$ cat config.mk
export PLATFORM = sky130hd
export DESIGN_NAME = cau_back
export DESIGN_NICKNAME = d
export VERILOG_FILES = /design/src/complex_arith_unit_defines.svh /design/src/cau_pkg.sv /design/src/cau_back.sv
export SDC_FILE = /design/constraint.sdc
export NUM_CORES = 1
export LEC_CHECK = 0
export BUFFER_PORTS_ARGS = -buffer_cell sky130_fd_sc_hd__buf_4
export CAP_MARGIN = 20
export CELL_PAD_IN_SITES_DETAIL_PLACEMENT = 0
export CELL_PAD_IN_SITES_GLOBAL_PLACEMENT = 1
export CORE_AREA = 2 2 156 158
export DETAILED_ROUTE_END_ITERATION = 8
export DIE_AREA = 0 0 158 160
export PLACE_DENSITY = 0.73
export REMOVE_ABC_BUFFERS = 1
export SYNTH_ARGS = -nofsm -noshare
export SYNTH_HDL_FRONTEND = slang
export SYNTH_SLANG_ARGS = --single-unit
$ cat constraint.sdc
create_clock -name clk -period 3.4 [get_ports clk]
set_clock_uncertainty 0.1 [all_clocks]
set_input_delay 0.85 -clock clk [delete_from_list [all_inputs] [get_ports clk]]
set_output_delay 0.85 -clock clk [all_outputs]
set_load 0.05 [all_outputs]
$ cat src/complex_arith_unit_defines.svh
// Assertion macros for the complex arithmetic unit.
`ifndef COMPLEX_ARITH_UNIT_DEFINES_SVH
`define COMPLEX_ARITH_UNIT_DEFINES_SVH
`ifndef ASSERT_OFF
`define CAU_ASSERT(lbl, prop, msg) \
  lbl: assert property (@(posedge clk) disable iff (rst) prop) else $error(msg);
`define CAU_ASSERT_RST(lbl, prop, msg) \
  lbl: assert property (@(posedge clk) prop) else $error(msg);
`else
`define CAU_ASSERT(lbl, prop, msg)
`define CAU_ASSERT_RST(lbl, prop, msg)
`endif
`endif

$ cat src/cau_pkg.sv
package cau_pkg;

  localparam int DIV_STEPS = 32;

  localparam logic [2:0] MODE_ADD = 3'd0;
  localparam logic [2:0] MODE_SUB = 3'd1;
  localparam logic [2:0] MODE_MUL = 3'd2;
  localparam logic [2:0] MODE_DIV = 3'd3;
  localparam logic [2:0] MODE_EQ  = 3'd4;
  localparam logic [2:0] MODE_NE  = 3'd5;

  localparam logic signed [48:0] QMAX49 = 49'sd2147483647;
  localparam logic signed [48:0] QMIN49 = -49'sd2147483648;
  localparam logic signed [48:0] BIG49  = 49'sd1099511627776;

  typedef struct packed {
    logic [2:0]  mode;
    logic [31:0] a_re;
    logic [31:0] a_im;
    logic [31:0] b_re;
    logic [31:0] b_im;
  } cau_op_t;

  typedef struct packed {
    logic [31:0] re;
    logic [31:0] im;
    logic        cmp;
    logic        dz;
    logic        sat;
  } cau_res_t;

  typedef struct packed {
    logic [31:0] v;
    logic        s;
  } cau_clamp_t;

  typedef struct packed {
    logic [63:0] den;
    logic [63:0] rem_re;
    logic [63:0] rem_im;
    logic [31:0] sh_re;
    logic [31:0] sh_im;
    logic        neg_re;
    logic        neg_im;
    logic        ovf_re;
    logic        ovf_im;
    logic        is_div;
    cau_res_t    early;
  } cau_div_t;

  function automatic logic signed [48:0] sx49(input logic [31:0] v);
    return $signed({{17{v[31]}}, v});
  endfunction

  function automatic cau_clamp_t clamp_q(input logic signed [48:0] x);
    cau_clamp_t r;
    if (x > QMAX49) begin
      r.v = 32'h7FFF_FFFF;
      r.s = 1'b1;
    end else if (x < QMIN49) begin
      r.v = 32'h8000_0000;
      r.s = 1'b1;
    end else begin
      r.v = x[31:0];
      r.s = 1'b0;
    end
    return r;
  endfunction

  // one restoring step per lane: remainder shifts in the next dividend bit,
  // quotient bit enters at the bottom of the same shift word
  function automatic cau_div_t div_step(input cau_div_t x);
    logic [64:0] d65;
    logic [64:0] t_re;
    logic [64:0] t_im;
    cau_div_t    r;
    r    = x;
    d65  = {1'b0, x.den};
    t_re = {x.rem_re, x.sh_re[31]};
    t_im = {x.rem_im, x.sh_im[31]};
    if (t_re >= d65) begin
      t_re    = t_re - d65;
      r.sh_re = {x.sh_re[30:0], 1'b1};
    end else begin
      r.sh_re = {x.sh_re[30:0], 1'b0};
    end
    if (t_im >= d65) begin
      t_im    = t_im - d65;
      r.sh_im = {x.sh_im[30:0], 1'b1};
    end else begin
      r.sh_im = {x.sh_im[30:0], 1'b0};
    end
    r.rem_re = t_re[63:0];
    r.rem_im = t_im[63:0];
    return r;
  endfunction

  function automatic cau_clamp_t quo_clamp(input logic [31:0] q, input logic neg,
                                           input logic ovf);
    logic signed [48:0] m;
    m = ovf ? BIG49 : $signed({17'b0, q});
    return clamp_q(neg ? -m : m);
  endfunction

endpackage

$ cat src/cau_back.sv
module cau_back (
  input  logic               clk,
  input  logic               rst,
  input  logic               in_vld,
  input  cau_pkg::cau_div_t  in_data,
  output logic               in_rdy,
  output logic               out_vld,
  output cau_pkg::cau_res_t  out_data,
  input  logic               out_rdy
);

  logic              vld;
  cau_pkg::cau_res_t res;
  cau_pkg::cau_res_t res_next;

  assign in_rdy   = !vld || out_rdy;
  assign out_vld  = vld;
  assign out_data = res;

  always_comb begin
    cau_pkg::cau_clamp_t cr;
    cau_pkg::cau_clamp_t ci;
    cr = cau_pkg::quo_clamp(in_data.sh_re, in_data.neg_re, in_data.ovf_re);
    ci = cau_pkg::quo_clamp(in_data.sh_im, in_data.neg_im, in_data.ovf_im);
    if (in_data.is_div) begin
      res_next = '{re: cr.v, im: ci.v, cmp: 1'b0, dz: 1'b0, sat: cr.s | ci.s};
    end else begin
      res_next = in_data.early;
    end
  end

  always_ff @(posedge clk) begin
    if (rst) begin
      vld <= 1'b0;
    end else if (in_rdy) begin
      vld <= in_vld;
    end
  end

  always_ff @(posedge clk) begin
    if (in_rdy) res <= res_next;
  end

endmodule

### Word level (Yosys, flattened, before mapping)

Index checks and enable logic that the tools add are counted.

* bitwise operators: 1
* magnitude comparators: 4
* muxes and demuxes: 9
* add/sub/neg operators: 2
* reductions and logical operators: 2

Operators with widths (number)
* 2-to-1 mux 33 bit: 4
* > comparator 49 x 32 -> 1 bit (second input constant): 2
* < comparator 49 x 32 -> 1 bit (second input constant): 2
* 2-to-1 mux 49 bit: 2
* negator 41 -> 49 bit: 2
* 2-to-1 mux 41 bit: 2
* 2-to-1 mux 67 bit: 1
* logical NOT 1 bit: 1
* logical OR 1 bit: 1
* OR 1 bit: 1

* output and inout bits: 69
* input bits: 332
* logic and storage cells: 24
* register bits after elaboration: 68

### Logic depth before layout (Yosys ltp)

* word-level depth: 8
* gate-level depth with buffers: 12
* depth with buffers taken out: 9

### Least setup slack after synthesis

OpenSTA, ideal clock, no wires.

* path type: input to output
* from: input out_rdy
* to: output in_rdy
* arrival time: 2.859 ns
* cell stages on the path: 1
* required time: 2.450 ns
* path buffers: 0
* slack: -0.409 ns
* path through: nand2b_1

* cells in the longest elaborated chain, start to end: 1

Ends and longest elaborated chain
* from (decl): RTL line cau_back.sv:9 `input logic out_rdy`
* logical OR 1 bit: RTL line cau_back.sv:16 `assign in_rdy = !vld || out_rdy;`
* to (decl): RTL line cau_back.sv:6 `output logic in_rdy,`

Every way passes these cells.

==> reports/qor.txt <==
Status = finished clean
Wire length per cell = 17.1 um
Via count = 5351
Die Wd = 158 um
Die Y = 160 um
Hold Path Class = in2reg
Drc violations = 0
Worst Max-Slew Pin Slew = 947 ps
Pin count of the biggest net entering global routing = 69
Die area = 25300 um2
First-pass GRT wire length = 29100 um
Hold path depth = 2
Post-route insts no fill = 1136
Synth async-reset ratio = 0%
Final global-route overflow total = 0
Fmax = 0.304 GHz
Post-layout min period = 3290 ps
Synthesized instance count = 542
CTS hold repair buffers = 0
CP max FO = 27
Pint = 1990 uW
Mux contribution to synthesized area = 1.48%
Rel. slew slack = 36.9%
Share of cells above drive strength 1 = 40.9%
Startpoint types = input pin
Synth Area in Compound Gates = 25.8%
Yosys warning count = 0
Post-synthesis adder-cell area fraction = 0.503%
CP Data Arrival Time = 3400 ps
Post-Synth XOR/XNOR Area = 7.75%
IO Count = 401
Sequential Power Share = 34.5%
Initial antenna violation count = 0
Setup CP Type = in2reg
CORE AREA = 23800 um2
Area Growth Syn to Fin = 55.7%
Critical hold path startpoint = rst
Final Cell Area = 7740 um2
HPWL after DPL = 15100 um
Placed cell count = 1120
Synth Area per Inst = 9.17 um2
Maxcap violations = 0
Port Buf Inserts = 208
Clk pin slew, worst setup/hold paths = 60 ps
Worst Setup End Kind = register
Gr usage total = 15.0%
Synth top area share = 40.5%
Clock buffer count from CTS = 9
Clk Latency, worst-skew pair = 340 ps
Post-synth EDFFs = 67
Resize count post-CTS = 0
Post-route clock period utilization = 96.7%
Largest family of logic cells by synthesized area = compound AO/OA/AOI/OAI gates
Placed cell areas = 7460 um2
Pre-antenna DRT Iters = 5
Leakage = 0.00314 uW
1st-iter DRT viols = 226
Top FF cell, synth = edfxtp_1
Antenna viol nets, final = 0
Via/cell ratio = 4.71
Gpl congestion = 0.858
Slew Viols, Final = 0
Switching Share = 34.4%
Synth Register Bits = 68
Top-count cell post-synth = edfxtp_1
Effective utilization at floorplan = 20.9%
Top area cells in the synthesized netlist = edfxtp_1 40%, a21oi_1 5.4%, o22a_1 5.3%, xnor2_1 4.2%, nor2_1 4.0%
Worst endpoint required time = 3510 ps
Mapped Area = 4970 um2
Switching power = 1050 uW
Combinational Power Share = 34.1%
Hold endpoint = out_vld
Number of global-route vias before repair = 5373
Worst IR Drop VDD = 0.219 mV
Power per cell area = 392 nW/um2
Post-synth cell types = 55
Clk network pwr share = 31.3%
R2R Path Start = out_vld
CTS tree = yes
Root Driver = clkbuf_16
# rows = 57
Worst Reg-to-Reg Cells = 2
Final hold vios = 0
Commonest cells post-synth = 67 x edfxtp_1, 54 x a21oi_1, 53 x nor2_1
H-Tree Depth = 3
Clk buf depth = 2
Worst Slack Setup Final = 114 ps
Post-Synth Simple-Gate Area = 19.5%
Post-synthesis sequential area ratio = 40.9%
Unrepaired setup endpoints after global routing = no
Layout Nets = 1141
ANT cells = 0
Pre-CTS WS = -236 ps
Fillers = 2554
Setup Fix Bufs, Post-CTS = 0
CTS Sinks = 68
Final setup viols = 0
FF-to-FF End = out_data[46]
Area leader, netlist = edfxtp_1
Final wirelength = 19400 um
FF-to-FF setup slack = 1730 ps
sequential cells by signal, indices dropped and copies added (netlist names):
signal and cells:
out_vld 1, out_data 67
metrics by stage:
| step | hold WS, ps | power (uW) | setup TNS [ps] | util (%) |
|---|---|---|---|---|
| 3_3_place_gp | 905 | 2100 | -4920 | 31.3 |
| 4_1_cts | 539 | 3080 | 0 | 32.5 |
| 5_1_grt | 546 | 3180 | 0 | 32.5 |
| 6_report | 553 | 3040 | 0 | 32.5 |
| 2_1_floorplan | 819 | 1640 | -66960 | - |
| 3_5_place_dp | 906 | 2110 | -5310 | 31.3 |
logic make-up (layout without fill, tap and decap cells):
logic type,after synthesis,in the layout
flops,68,68
mux,7,7
fa+ha+maj,2,2
buf+inv,45,315
simple gates,190,190
xor+xnor,44,44
compound gates,186,186
worst max-delay path by stage:
stage	startpoint	to	slack (ps)	cells after the start
6_report	in_data[97]	out_data[12]	110	10
5_1_grt	in_data[78]	out_data[12]	6	10
2_1_floorplan	in_data[112]	out_data[60]	-1980	7
3_3_place_gp	in_data[91]	out_data[3]	-210	9
3_5_place_dp	in_data[91]	out_data[12]	-240	10
4_1_cts	in_data[91]	out_data[12]	120	10
worst max-delay path, stage by stage:
cell	delay, ps
buf_4	120
or4_1	540
or3_1	340
or3_1	340
or3_1	380
and3_1	220
buf_12	180
buf_4	150
a21oi_2	130
o22a_1	140
power groups by stage:
stage / combinational, uW / clock [uW] / sequential, uW
4_1_cts: 1050 / 987 / 1050
3_5_place_dp: 1040 / 0 / 1070
6_report: 1040 / 952 / 1050
2_1_floorplan: 265 / 0 / 1370
3_3_place_gp: 1040 / 0 / 1070
5_1_grt: 1110 / 1020 / 1060
area by class of cell:
type                    count  area (um2)  area share [%]
repair buffers            292        2240            29.0
flip-flops and latches     68        2030            26.2
clock buffers              11         233            3.01
clock inverters             5        52.6           0.679
well taps                 324         405            5.24
multi-input cells         429        2750            35.5
inverters                   7        26.3           0.339
metal layers:
metal,vias to the layer above,GRT usage [%],share of wire (%)
met4,0,3.44,1.4
met5,-,0,0
li1,2604,-,-
met1,2483,18.2,41
met2,248,24.5,45
met3,16,6.32,12
cells in the final DEF (no fill, tap or decap), types with 9 or more instances in the layout:
master	count
o22a_1	30
nor4_1	13
nor2_1	53
o31ai_1	14
clkbuf_16	9
o21ai_0	28
xor2_1	20
edfxtp_1	67
a21oi_2	10
nand2_1	38
o41ai_1	9
xnor2_1	24
a21oi_1	54
buf_4	288
nand3_1	25
or3_1	15
No activity file was read; power rests on OpenSTA's default activity.
